[src/hdl/brb_pkg.sv]
// Shared constants, codes and control types of the byte ring buffer.
package brb_pkg;

    // Default sizes
    localparam int DEPTH_DEF   = 4096;
    localparam int MAX_RUN_DEF = 64;

    // Field widths
    localparam int OP_W   = 3;
    localparam int DATA_W = 8;
    localparam int LEN_W  = 13;
    localparam int STAT_W = 2;
    localparam int SEG_W  = 2;

    // Opcodes
    localparam logic [OP_W-1:0] OP_PUSH  = 3'd0;
    localparam logic [OP_W-1:0] OP_PULL  = 3'd1;
    localparam logic [OP_W-1:0] OP_COPY  = 3'd2;
    localparam logic [OP_W-1:0] OP_PEEK  = 3'd3;
    localparam logic [OP_W-1:0] OP_FLUSH = 3'd4;

    // Result status codes
    localparam logic [STAT_W-1:0] ST_OK    = 2'd0;
    localparam logic [STAT_W-1:0] ST_FULL  = 2'd1;
    localparam logic [STAT_W-1:0] ST_EMPTY = 2'd2;

    // Segment counts reported by peek
    localparam logic [SEG_W-1:0] SEG_NONE = 2'd0;
    localparam logic [SEG_W-1:0] SEG_ONE  = 2'd1;
    localparam logic [SEG_W-1:0] SEG_TWO  = 2'd2;

    // Controller states
    typedef enum logic {
        S_IDLE,
        S_COPY
    } state_t;

    // Commands from the controller to the datapath
    typedef struct packed {
        logic accept;         // input item taken this cycle
        logic rd_issue;       // issue one store read of a copy run
        logic out_load_copy;  // load the read byte into the output register
    } ctrl_cmd_t;

    // Status from the datapath to the controller
    typedef struct packed {
        logic out_free;       // output register can take a new item
        logic copy_run;       // offered item is a copy with at least one byte
        logic all_issued;     // every read of the run has been issued
        logic run_last;       // next byte loaded is the final one of the run
    } dp_stat_t;

endpackage

[src/hdl/brb_ctrl.sv]
// Controller of the byte ring buffer: item acceptance and copy run sequencing.
module brb_ctrl (
    input  logic               clk,
    input  logic               rst_n,
    input  logic               in_valid,
    output logic               in_ready,
    input  brb_pkg::dp_stat_t  stat,
    output brb_pkg::ctrl_cmd_t cmd
);

    brb_pkg::state_t state_reg, state_next;
    logic            rd_pend_reg, rd_pend_next;

    // Next state
    always_comb
    begin
        state_next = state_reg;
        case (state_reg)
            brb_pkg::S_IDLE:
            begin
                if (in_valid && stat.out_free && stat.copy_run)
                begin
                    state_next = brb_pkg::S_COPY;
                end
            end
            brb_pkg::S_COPY:
            begin
                if (rd_pend_reg && stat.out_free && stat.run_last)
                begin
                    state_next = brb_pkg::S_IDLE;
                end
            end
            default:
            begin
                state_next = brb_pkg::S_IDLE;
            end
        endcase
    end

    // Outputs: handshake and datapath commands
    always_comb
    begin
        in_ready = 1'b0;
        cmd      = '0;
        case (state_reg)
            brb_pkg::S_IDLE:
            begin
                in_ready   = stat.out_free;
                cmd.accept = in_valid && stat.out_free;
            end
            brb_pkg::S_COPY:
            begin
                // a read byte waits in the RAM register until the output takes it
                cmd.out_load_copy = rd_pend_reg && stat.out_free;
                cmd.rd_issue      = !stat.all_issued && (!rd_pend_reg || cmd.out_load_copy);
            end
            default:
            begin
                in_ready = 1'b0;
            end
        endcase
        rd_pend_next = cmd.rd_issue || (rd_pend_reg && !cmd.out_load_copy);
    end

    // State registers
    always_ff @(posedge clk or negedge rst_n)
    begin
        if (!rst_n)
        begin
            state_reg   <= brb_pkg::S_IDLE;
            rd_pend_reg <= 1'b0;
        end
        else
        begin
            state_reg   <= state_next;
            rd_pend_reg <= rd_pend_next;
        end
    end

endmodule

[config.mk]
export PLATFORM = sky130hd
export DESIGN_NAME = brb_ctrl
export DESIGN_NICKNAME = d
export VERILOG_FILES = /design/src/hdl/brb_pkg.sv /design/src/hdl/brb_ctrl.sv
export SDC_FILE = /design/constraint.sdc
export NUM_CORES = 1
export LEC_CHECK = 0
export ABC_AREA = 1
export BUFFER_PORTS_ARGS = -buffer_cell sky130_fd_sc_hd__buf_2
export CORE_AREA = 2 2 39 41
export CTS_BUF_LIST = sky130_fd_sc_hd__clkbuf_2
export DETAILED_ROUTE_END_ITERATION = 7
export DIE_AREA = 0 0 41 43
export PLACE_DENSITY_LB_ADDON = 0.15
export SYNTH_ARGS = -nofsm -noshare
export SYNTH_HDL_FRONTEND = slang
export SYNTH_SLANG_ARGS = --single-unit
[constraint.sdc]
create_clock -name clk -period 1.3 [get_ports clk]
set_clock_uncertainty 0.15 [all_clocks]
set_input_delay 0.26 -clock clk [delete_from_list [all_inputs] [get_ports clk]]
set_output_delay 0.26 -clock clk [all_outputs]
set_load 0.02 [all_outputs]
-- Yosys cells after proc, flatten, opt, wreduce, memory -nomap -nowiden
Index checks and enable logic that the tools add are counted.
- register bits after elaboration: 2
- input port bits: 7
- logic and storage cells: 20
- muxes and demuxes: 6
- bitwise logic cells: 1
- reductions and logical operators: 11
- operators by type and width (operator ; number):
    logical AND 1 bit ; 6
    2-to-1 mux 1 bit ; 4
    zero test 1 bit ; 3
    logical OR 1 bit ; 2
    2-to-1 mux 2 bit ; 1
    one-hot mux 1 bit (2 select lines) ; 1
    NOT 1 bit ; 1

-- Depth between registers and ports, before layout
Gate-level depths: netlist of the first run.
- word-level depth: 7
- gate-level depth with buffers: 4

-- Worst setup path before layout of the first run
OpenSTA, ideal clock, no wires.
- path type: register -> output
- start: register state_reg
- end: output cmd[2] (netlist name)
- arrival time: 0.712 ns
- required time: 0.890 ns
- path slack: 0.178 ns
- cell stages (with the launch flop): 2
- path through: dfrtp_1 > nor2_1
- RTL lines (item ; RTL line ; source):
    start, declared ; brb_ctrl.sv:11 ; brb_pkg::state_t state_reg, state_next;
    start signal, assigned ; brb_ctrl.sv:70 ; state_reg <= brb_pkg::S_IDLE;
    start signal, assigned ; brb_ctrl.sv:75 ; state_reg <= state_next;
    end, declared ; brb_ctrl.sv:8 ; output brb_pkg::ctrl_cmd_t cmd

==> results.ini, run 1 <==
[floorplanning]
dieWidth_um = 41
io_pins = 11
row_count = 14
dieArea_um2 = 1763
core_um2 = 1384
die_h_um = 43
start_util = 0.08770

[timing]
max_freq_mhz = 737.8
setup_ws_ns = -0.05543
setup_violations = 1
slew_headroom = 0.9053
min_period_ns = 1.355
maxSlewViolCount = 0
hold_violations = 0
rsz0062_at_grt = true
tightestPinTransition_ns = 0.1420
whs_ns = 0.1987
min_period_over_period = 1.043

[global_route]
track_usage = 0.05020
grt.busiest_layer = met4
use_met2 = 0.05313
grt_pass1_wl_um = 524
grt_antenna_before_repair = 0
use_met3 = 0.03141
first_global_vias = 138
grt_util_met1 = 0.05788
grt_max_degree = 6
grt_overflow = 0

[clock_tree]
tritoncts = built
clock_sinks = 2
root_buffer = clkbuf_2
cts_buffer_depth = 2
worstSkewPairLatency_ns = 0.19
clkSlewWorstSetupHoldPaths_ns = 0.03
cts_buffers = 3
htreeDepth = 1

[critical_path]
crit_chain = inv_2 -> nor2_2 -> nand2_2 -> inv_2 -> buf_6
worstSetupEndpointType = output port
cp_top_family = flip-flops
cpMaxStageDelayCell = dfrtp_2
path_class = reg2out
crit_path_max_incr_delay_ns = 0.43
cp_common_cell = inv_2
cp_data_arrival_time_ns = 0.95
path_max_fanout = 5
worst_setup_path_start_kind = register
cp_data_required_time_ns = 0.89
crit_buf_inv = 3

[cells_and_area]
final_cells = 51
nNetsFinal = 44
layout_common_cells = nand2_1 (6), buf_2 (6), buf_4 (4), inv_2 (3), clkbuf_2 (3)
area_growth_pct = 112.4
drive_gt1_frac = 0.6286
n_antenna_cell = 0

[logic_synthesis]
synth_area_per_cell_um2 = 6.388
synth_cells = 19
yosys_warnings = 0
syn-cell-area_um2 = 121.4
ys_seq_area_frac = 0.4124
synthDistinctLibCells = 8
synth_fp_nets = 26
synth_largest_area_cell = dfrtp_1
synth_top_area_share = 0.4124
ys_ff_latch = 2
ys_top_cells_by_area = dfrtp_1 (41%), nand2_1 (22%), inv_1 (9.3%)

[min_path]
hold_path_class = in2reg

[pwr]
power_density_nw_per_um2 = 1840
peakVddDrop_v = 0.0006263
leakagePower_nw = 0.1485

[placed_design]
pre_cts_slack_ns = 0.09584
gp_congestion = 0.5610
place_inst = 45
numPortBuffers = 10
hpwl_um = 287.2

[routing]
wl_per_cell_um = 7.902
vias_per_cell = 3.275
routed-via-count = 167
dr.pass1.iters = 4
routed_wirelength_um = 403
drc = 0
ant_nets = 0
drt_iter0_drc = 4

[outcome]
outcome = complete, but fails checks
violations = setup timing

[flow_run]
drv_cap = 0

[power breakdown]
| group | switching [mW] | internal, mW | leakage [nW] |
|---|---|---|---|
| clock | 0.0343 | 0.0613 | 0.0125 |
| combinational | 0.119 | 0.118 | 0.114 |
| sequential | 0.0444 | 0.0976 | 0.0224 |
[through the flow]
| step | cell area (um2) | total power, mW | setup TNS (ns) | utilization |
|---|---|---|---|---|
| 2_1_floorplan | 121.4 | 0.2353 | 0 | - |
| 3_5_place_dp | 191.4 | 0.2988 | 0 | 0.1383 |
| 5_1_grt | 257.7 | 0.5200 | -0.2446 | 0.1863 |
| 3_3_place_gp | 191.4 | 0.2987 | 0 | 0.1383 |
| 6_report | 257.7 | 0.4743 | -0.05543 | 0.1863 |
| 4_1_cts | 242.7 | 0.4575 | -0.1615 | 0.1754 |
[final cells by class]
cell class | count | area (um2)
Fill cell | 164 | 1126
Timing Repair Buffer | 13 | 92.59
Multi-Input combinational cell | 13 | 63.81
Sequential cell | 2 | 51.30
Tap cell | 16 | 20.02
Clock buffer | 3 | 15.01
Inverter | 4 | 15.01
[path summary, 6_finish.rpt]
| path | end | slack (ns) | from | cells past startpoint |
|---|---|---|---|---|
| min in group asynchronous | rd_pend_reg$_DFF_PN0_ | 0.24 | rst_n | 2 |
| max in group asynchronous | state_reg$_DFF_PN0_ | 0.65 | rst_n | 2 |
| hold reg to reg | rd_pend_reg$_DFF_PN0_ | 0.40 | rd_pend_reg$_DFF_PN0_ | 2 |
| setup reg to reg | rd_pend_reg$_DFF_PN0_ | 0.29 | state_reg$_DFF_PN0_ | 5 |
| setup / recovery | cmd[1] | -0.06 | state_reg$_DFF_PN0_ | 5 |
| hold / removal | state_reg$_DFF_PN0_ | 0.20 | stat[2] | 3 |
[worst min-delay path, stage by stage]
cell and delay [ns]:
buf_2 0.10, nand4_1 0.07, nand2_1 0.06
[synth_stat cells]
library cell,n
inv_2,1
nand4_1,1
dfrtp_1,2
inv_1,3
nor2_2,1
nand2_1,7
nor2_1,2
nand3_1,2
[cell families (layout without fill, tap and decap cells)]
kind of cell           count (synthesis)  after routing  synth area share
and+or+nand+nor                       13             13            0.4640
buffers and inverters                  4             20            0.1237
DFF                                    2              2            0.4124
[layer usage]
metal / part of all wire / vias up
li1: - / 89
met1: 0.47 / 67
met2: 0.38 / 11
met3: 0.15 / 0
met4: 0 / 0
met5: 0 / -
[repair_timing]
action,4_1_cts,5_1_grt
hold endpoints to repair,2,0
hold buffers,1,0
buffers inserted,2,0
pin swaps,1,1
resized for setup,4,7
cloned,0,0
endpoints found under the setup margin,4,4
Note: power is estimated with default switching activity, not from simulation.
==> run 2: changes to the inputs <==
--- a/config.mk
+++ b/config.mk
@@ -8,10 +8,10 @@
 export ABC_AREA = 1
 export BUFFER_PORTS_ARGS = -buffer_cell sky130_fd_sc_hd__buf_2
 export CORE_AREA = 2 2 39 41
-export CTS_BUF_LIST = sky130_fd_sc_hd__clkbuf_2
 export DETAILED_ROUTE_END_ITERATION = 7
 export DIE_AREA = 0 0 41 43
 export PLACE_DENSITY_LB_ADDON = 0.15
+export SETUP_SLACK_MARGIN = 0.1
 export SYNTH_ARGS = -nofsm -noshare
 export SYNTH_HDL_FRONTEND = slang
 export SYNTH_SLANG_ARGS = --single-unit
==> run 2 against run 1 <==
The flow still finishes with violations (setup timing). Sequential share of layout area down 0.56 points. Design area up 2.9%. Fmax down 2.5%. Global-route usage is the same. Flip-flop and latch count unchanged. Critical path type unchanged. Largest cell class unchanged. Highest routed layer unchanged.
==> results.ini, run 2 (synthesized netlist as in run 1, its figures left out) <==
[outcome]
outcome = complete, but fails checks  ; unchanged
violations = setup timing  ; unchanged

[clock_tree]
clkSlewWorstSetupHoldPaths_ns = 0.03  ; about the same
worstSkewPairLatency_ns = 0.22  ; was 0.19 ns
cts_buffer_depth = 2  ; unchanged
root_buffer = clkbuf_4  ; was clkbuf_2
htreeDepth = 1  ; unchanged
clock_sinks = 2  ; unchanged
cts_buffers = 3  ; unchanged
tritoncts = built  ; unchanged

[timing]
setup_tns_ns = -0.1170  ; was -0.05543 ns
max_freq_mhz = 719.4  ; was 737.8 MHz
min_period_over_period = 1.069  ; was 1.043
maxSlewViolCount = 0  ; unchanged
min_period_ns = 1.390  ; was 1.355 ns
rsz0062_at_grt = true  ; unchanged
setup_violations = 4  ; was 1
tightestPinTransition_ns = 0.1420  ; about the same
setup_ws_ns = -0.08999  ; was -0.05543 ns
slew_headroom = 0.9053  ; about the same
hold_violations = 0  ; unchanged

[critical_path]
crit_path_max_incr_delay_ns = 0.43  ; about the same
cp_data_arrival_time_ns = 0.98  ; was 0.95 ns
cp_common_cell = inv_2  ; unchanged
crit_chain = inv_2 -> nor2_2 -> nand2_2 -> inv_2 -> buf_6  ; unchanged
worstSetupEndpointType = output port  ; unchanged
r2r_slack_ns = 0.29  ; about the same
ff2ff_path_depth = 5  ; unchanged
cp_data_required_time_ns = 0.89  ; about the same
path_max_fanout = 5  ; unchanged
cpMaxStageDelayCell = dfrtp_2  ; unchanged
worst_setup_path_start_kind = register  ; unchanged
reg2reg_to = rd_pend_reg$_DFF_PN0_  ; unchanged
r2r_start = state_reg$_DFF_PN0_  ; unchanged
path_class = reg2out  ; unchanged

[global_route]
grt_antenna_before_repair = 0  ; unchanged
first_global_vias = 137  ; was 138
grt_max_degree = 6  ; unchanged
track_usage = 0.05020  ; unchanged
grt_overflow = 0  ; unchanged
grt_pass1_wl_um = 524  ; unchanged

[routing]
drc = 0  ; unchanged
ant_nets = 0  ; unchanged
dr.pass1.iters = 4  ; unchanged
met3_length_um = 60  ; unchanged
wl_per_cell_um = 7.882  ; was 7.902 um
drt_iter0_drc = 4  ; unchanged
vias_per_cell = 3.294  ; was 3.275
routed_wirelength_um = 402  ; was 403 um
top_layer_used = met3  ; unchanged
routed-via-count = 168  ; was 167
dr_wl_met2_um = 151  ; was 153 um
wirelength_met1_um = 190  ; was 189 um

[min_path]
whs_endpoint = state_reg$_DFF_PN0_  ; unchanged
hold_depth = 3  ; unchanged
hold_path_class = in2reg  ; unchanged
min-delay-start = stat[2]  ; unchanged

[floorplanning]
row_count = 14  ; unchanged
dieWidth_um = 41  ; unchanged
io_pins = 11  ; unchanged
dieArea_um2 = 1763  ; unchanged
start_util = 0.08770  ; unchanged
core_um2 = 1384  ; unchanged
die_h_um = 43  ; unchanged

[pwr]
power_density_nw_per_um2 = 1942  ; was 1840 nW/um2
peakVddDrop_v = 0.0006275  ; was 0.0006263 V
leakagePower_nw = 0.1499  ; was 0.1485 nW

[cells_and_area]
n_antenna_cell = 0  ; unchanged
nFillCells = 163  ; was 164
nNetsFinal = 44  ; unchanged
drive_gt1_frac = 0.6286  ; unchanged
stdcell_area_um2 = 265.3  ; was 257.7 um2
layout_common_cells = nand2_1 (6), buf_2 (6), buf_4 (4), inv_2 (3), clkbuf_4 (3)  ; was nand2_1 (6), buf_2 (6), buf_4 (4), inv_2 (3), clkbuf_2 (3)
area_growth_pct = 118.6  ; was 112.4%

[placed_design]
place_area_um2 = 191.4  ; unchanged
pre_cts_slack_ns = 0.09584  ; unchanged
hpwl_um = 287.2  ; unchanged
gp_congestion = 0.5610  ; unchanged
numPortBuffers = 10  ; unchanged

[flow_run]
drv_cap = 0  ; unchanged

## run 2: cell counts in the layout (fill, tap and decap cells not counted)
Identical to the previous run, type by type.
## run 2: per-layer routing
metal	vias up	global-route usage
met5	-	0
met4	0	0.06000
met3	0	0.03141
met2	11	0.05313
met1	68	0.05788
li1	89	-
## run 2: worst max-delay path: cells and delay by family (launching register included)
family | cells | cell delay (ns)
buffers and inverters | 3 | 0.23
and+or+nand+nor | 2 | 0.10
DFF | 1 | 0.43
## run 2: how the worst max path moves through the flow
stage	startpoint	endpoint	slack, ns	depth (start not counted)
2_1_floorplan	state_reg$_DFF_PN0_	cmd[2]	0.18	1
3_3_place_gp	state_reg$_DFF_PN0_	cmd[1]	0.10	5
3_5_place_dp	state_reg$_DFF_PN0_	cmd[1]	0.1	5
4_1_cts	state_reg$_DFF_PN0_	cmd[1]	-0.12	5
5_1_grt	state_reg$_DFF_PN0_	cmd[1]	-0.17	5
6_report	state_reg$_DFF_PN0_	cmd[1]	-0.09	5
## run 2: final cells by class
cell class,count,area [um2],area share
timing repair buffer,13,92.59,0.3491
multi-input combinational,13,63.81,0.2406
sequential,2,51.30,0.1934
clock buffer,3,22.52,0.08491
tap,16,20.02,0.07547
inverter,4,15.01,0.05660
## run 2: repair_timing
action,4_1_cts,5_1_grt
pin swaps,2,2
endpoints found under the hold margin,2,0
gates resized for setup,4,7
hold buffers,1,0
buffers inserted,2,0
setup endpoints to repair,4,4
## run 2: metrics by stage
stage,util,power (mW),hold WS [ns],cells
2_1_floorplan,-,0.2353,-0.1856,19
3_3_place_gp,0.1383,0.2987,-0.1016,45
3_5_place_dp,0.1383,0.2988,-0.1019,45
4_1_cts,0.1808,0.4980,0.1617,51
5_1_grt,0.1917,0.5617,0.1564,51
6_report,0.1917,0.5152,0.1646,51
## run 2: report_power, final
part	leakage, nW	switching [mW]	internal (mW)
clock network	0.0138	0.0347	0.102
registers	0.0224	0.0444	0.0976
logic	0.114	0.119	0.118
==> run 3: changes to the inputs <==
--- a/config.mk
+++ b/config.mk
@@ -10,7 +10,8 @@
 export CORE_AREA = 2 2 39 41
 export DETAILED_ROUTE_END_ITERATION = 7
 export DIE_AREA = 0 0 41 43
-export PLACE_DENSITY_LB_ADDON = 0.15
+export PLACE_DENSITY = 0.38
+export RECOVER_POWER = 50
 export SETUP_SLACK_MARGIN = 0.1
 export SYNTH_ARGS = -nofsm -noshare
 export SYNTH_HDL_FRONTEND = slang
==> run 3 against run 2 <==
Setup slack worse by 0.0067 ns. Combinational power down 9.7%. Via count up 0.60%. Critical path depth unchanged. The run still ends with setup timing left. Fmax down 0.48%. Global-route usage down 0.10 points. Critical endpoint unchanged. Sequential share of layout area up 0.56 points. Wire length down 11%. Worst hold slack worse by 0.0080 ns. Critical path type unchanged. Utilization down 0.99 points.
==> results.ini, run 3 (synthesized netlist as in run 1, its figures left out) <==
[critical_path]
path_class = reg2out  ; unchanged
cp_data_required_time_ns = 0.89  ; about the same
worst_setup_path_start_kind = register  ; unchanged
crit_path_max_incr_delay_ns = 0.40  ; was 0.43 ns
cp_data_arrival_time_ns = 0.99  ; was 0.98 ns
path_max_fanout = 5  ; unchanged
cpMaxStageDelayCell = dfrtp_1  ; was dfrtp_2
worstSetupEndpointType = output port  ; unchanged
crit_chain = inv_2 -> nor2_2 -> nand2_1 -> inv_1 -> buf_6  ; was inv_2 -> nor2_2 -> nand2_2 -> inv_2 -> buf_6

[timing]
rsz0062_at_grt = true  ; unchanged
max_freq_mhz = 716.0  ; was 719.4 MHz
min_period_ns = 1.397  ; was 1.390 ns
setup_ws_ns = -0.09666  ; was -0.08999 ns
hold_violations = 0  ; unchanged
setup_tns_ns = -0.1701  ; was -0.1170 ns
whs_ns = 0.1565  ; was 0.1646 ns
maxSlewViolCount = 0  ; unchanged
slew_headroom = 0.8964  ; was 0.9053
tightestPinTransition_ns = 0.1554  ; was 0.1420 ns
min_period_over_period = 1.074  ; was 1.069
setup_violations = 3  ; was 4

[clock_tree]
cts_buffers = 3  ; unchanged
htreeDepth = 1  ; unchanged
clock_sinks = 2  ; unchanged
root_buffer = clkbuf_4  ; unchanged
worstSkewPairLatency_ns = 0.22  ; about the same
cts_buffer_depth = 2  ; unchanged
tritoncts = built  ; unchanged
clkSlewWorstSetupHoldPaths_ns = 0.03  ; about the same

[cells_and_area]
n_antenna_cell = 0  ; unchanged
layout_common_cells = nand2_1 (7), buf_2 (5), buf_4 (5), inv_1 (3), clkbuf_4 (3)  ; was nand2_1 (6), buf_2 (6), buf_4 (4), inv_2 (3), clkbuf_4 (3)
utilization = 0.1817  ; was 0.1917
area_growth_pct = 107.2  ; was 118.6%
final_common_cell = nand2_1
drive_gt1_frac = 0.4571  ; was 0.6286
stdcell_area_um2 = 251.5  ; was 265.3 um2
nNetsFinal = 44  ; unchanged
nFillCells = 164  ; was 163

[global_route]
track_usage = 0.04920  ; was 0.05020
grt_pass1_wl_um = 531  ; was 524 um
grt_antenna_before_repair = 0  ; unchanged
grt_overflow = 0  ; unchanged
grt_max_degree = 6  ; unchanged
first_global_vias = 191  ; was 137

[pwr]
peakVddDrop_v = 0.0003173  ; was 0.0006275 V
leakagePower_nw = 0.1503  ; was 0.1499 nW
power_density_nw_per_um2 = 1914  ; was 1942 nW/um2
intPower_mw = 0.3034  ; was 0.3175 mW
pwr-share-clk = 0.285  ; was 0.265
sw_frac_of_total = 0.3695  ; was 0.3837
share_seq_of_total_power = 0.271  ; was 0.276
p_comb_frac = 0.444  ; was 0.459
power_mw = 0.4813  ; was 0.5152 mW
switchingPower_mw = 0.1778  ; was 0.1977 mW

[routing]
dr.pass1.iters = 1  ; was 4
drt_iter0_drc = 0  ; was 4
ant_nets = 0  ; unchanged
vias_per_cell = 3.314  ; was 3.294
wl_per_cell_um = 6.980  ; was 7.882 um
drc = 0  ; unchanged
routed-via-count = 169  ; was 168
routed_wirelength_um = 356  ; was 402 um

[floorplanning]
die_h_um = 43  ; unchanged
dieWidth_um = 41  ; unchanged
start_util = 0.08770  ; unchanged
core_um2 = 1384  ; unchanged
dieArea_um2 = 1763  ; unchanged
row_count = 14  ; unchanged
io_pins = 11  ; unchanged

[min_path]
hold_path_class = in2reg  ; unchanged

[placed_design]
hpwl_um = 293.8  ; was 287.2 um
numPortBuffers = 10  ; unchanged
place_area_um2 = 191.4  ; unchanged
gp_congestion = 0.6200  ; was 0.5610

[outcome]
outcome = complete, but fails checks  ; unchanged
violations = setup timing  ; unchanged

[flow_run]
drv_cap = 0  ; unchanged

-- run 3: changes by cell type in the layout (fill, tap and decap cells not counted), sizes merged --
cell / change
clkbuf: +1
buf: -1
-- run 3: worst max-delay path, delay by kind of cell, from the launching register on --
| family | cells | cell delay [ns] |
|---|---|---|
| buf+inv | 3 | 0.23 |
| simple gates | 2 | 0.14 |
| flops | 1 | 0.40 |
-- run 3: worst paths after layout --
| path | slack [ns] | cells after the start | to | startpoint |
|---|---|---|---|---|
| worst max-delay path | -0.1 | 5 | cmd[1] | state_reg$_DFF_PN0_ |
| worst min-delay path | 0.16 | 3 | state_reg$_DFF_PN0_ | stat[2] |
| worst max register to register | 0.32 | 5 | rd_pend_reg$_DFF_PN0_ | state_reg$_DFF_PN0_ |
| worst min register to register | 0.37 | 2 | rd_pend_reg$_DFF_PN0_ | rd_pend_reg$_DFF_PN0_ |
| max in group asynchronous | 0.67 | 2 | state_reg$_DFF_PN0_ | rst_n |
| min in group asynchronous | 0.20 | 2 | rd_pend_reg$_DFF_PN0_ | rst_n |
-- run 3: power groups by stage --
stage	clock network (mW)	registers, mW	logic (mW)
after CTS	0.147	0.130	0.221
after global routing	0.151	0.134	0.238
after floorplan	0	0.125	0.111
final	0.137	0.130	0.214
after global placement	0	0.130	0.164
after detailed placement	0	0.131	0.163
-- run 3: repair_timing --
item	CTS	global route
endpoints found under the hold margin	2	0
buffers inserted	2	0
gates resized for setup	5	0
cloned	0	0
hold buffers	1	0
pin swaps	3	2
setup endpoints to repair	4	4
-- run 3: stage by stage --
step | setup WS [ns] | instances
final | -0.09666 | 51
after global routing | -0.1674 | 51
after CTS | -0.1234 | 51
after detailed placement | 0.09781 | 45
after global placement | 0.09381 | 45
after floorplan | 0.1784 | 19
-- run 3: final cells by class --
type | count | area [um2] | area share
repair buffers | 13 | 87.58 | 0.3483
multi-input cells | 13 | 56.30 | 0.2239
flip-flops and latches | 2 | 50.05 | 0.1990
clock buffers | 3 | 22.52 | 0.08955
well taps | 16 | 20.02 | 0.07960
inverters | 4 | 15.01 | 0.05970
-- run 3: metal layers --
layer,GRT usage,vias to the layer above,routed length [um]
li1,-,90,-
met1,0.01929,75,111
met2,0.08750,4,223
met3,0.01571,0,21
met4,0.08000,0,0
met5,0,-,0
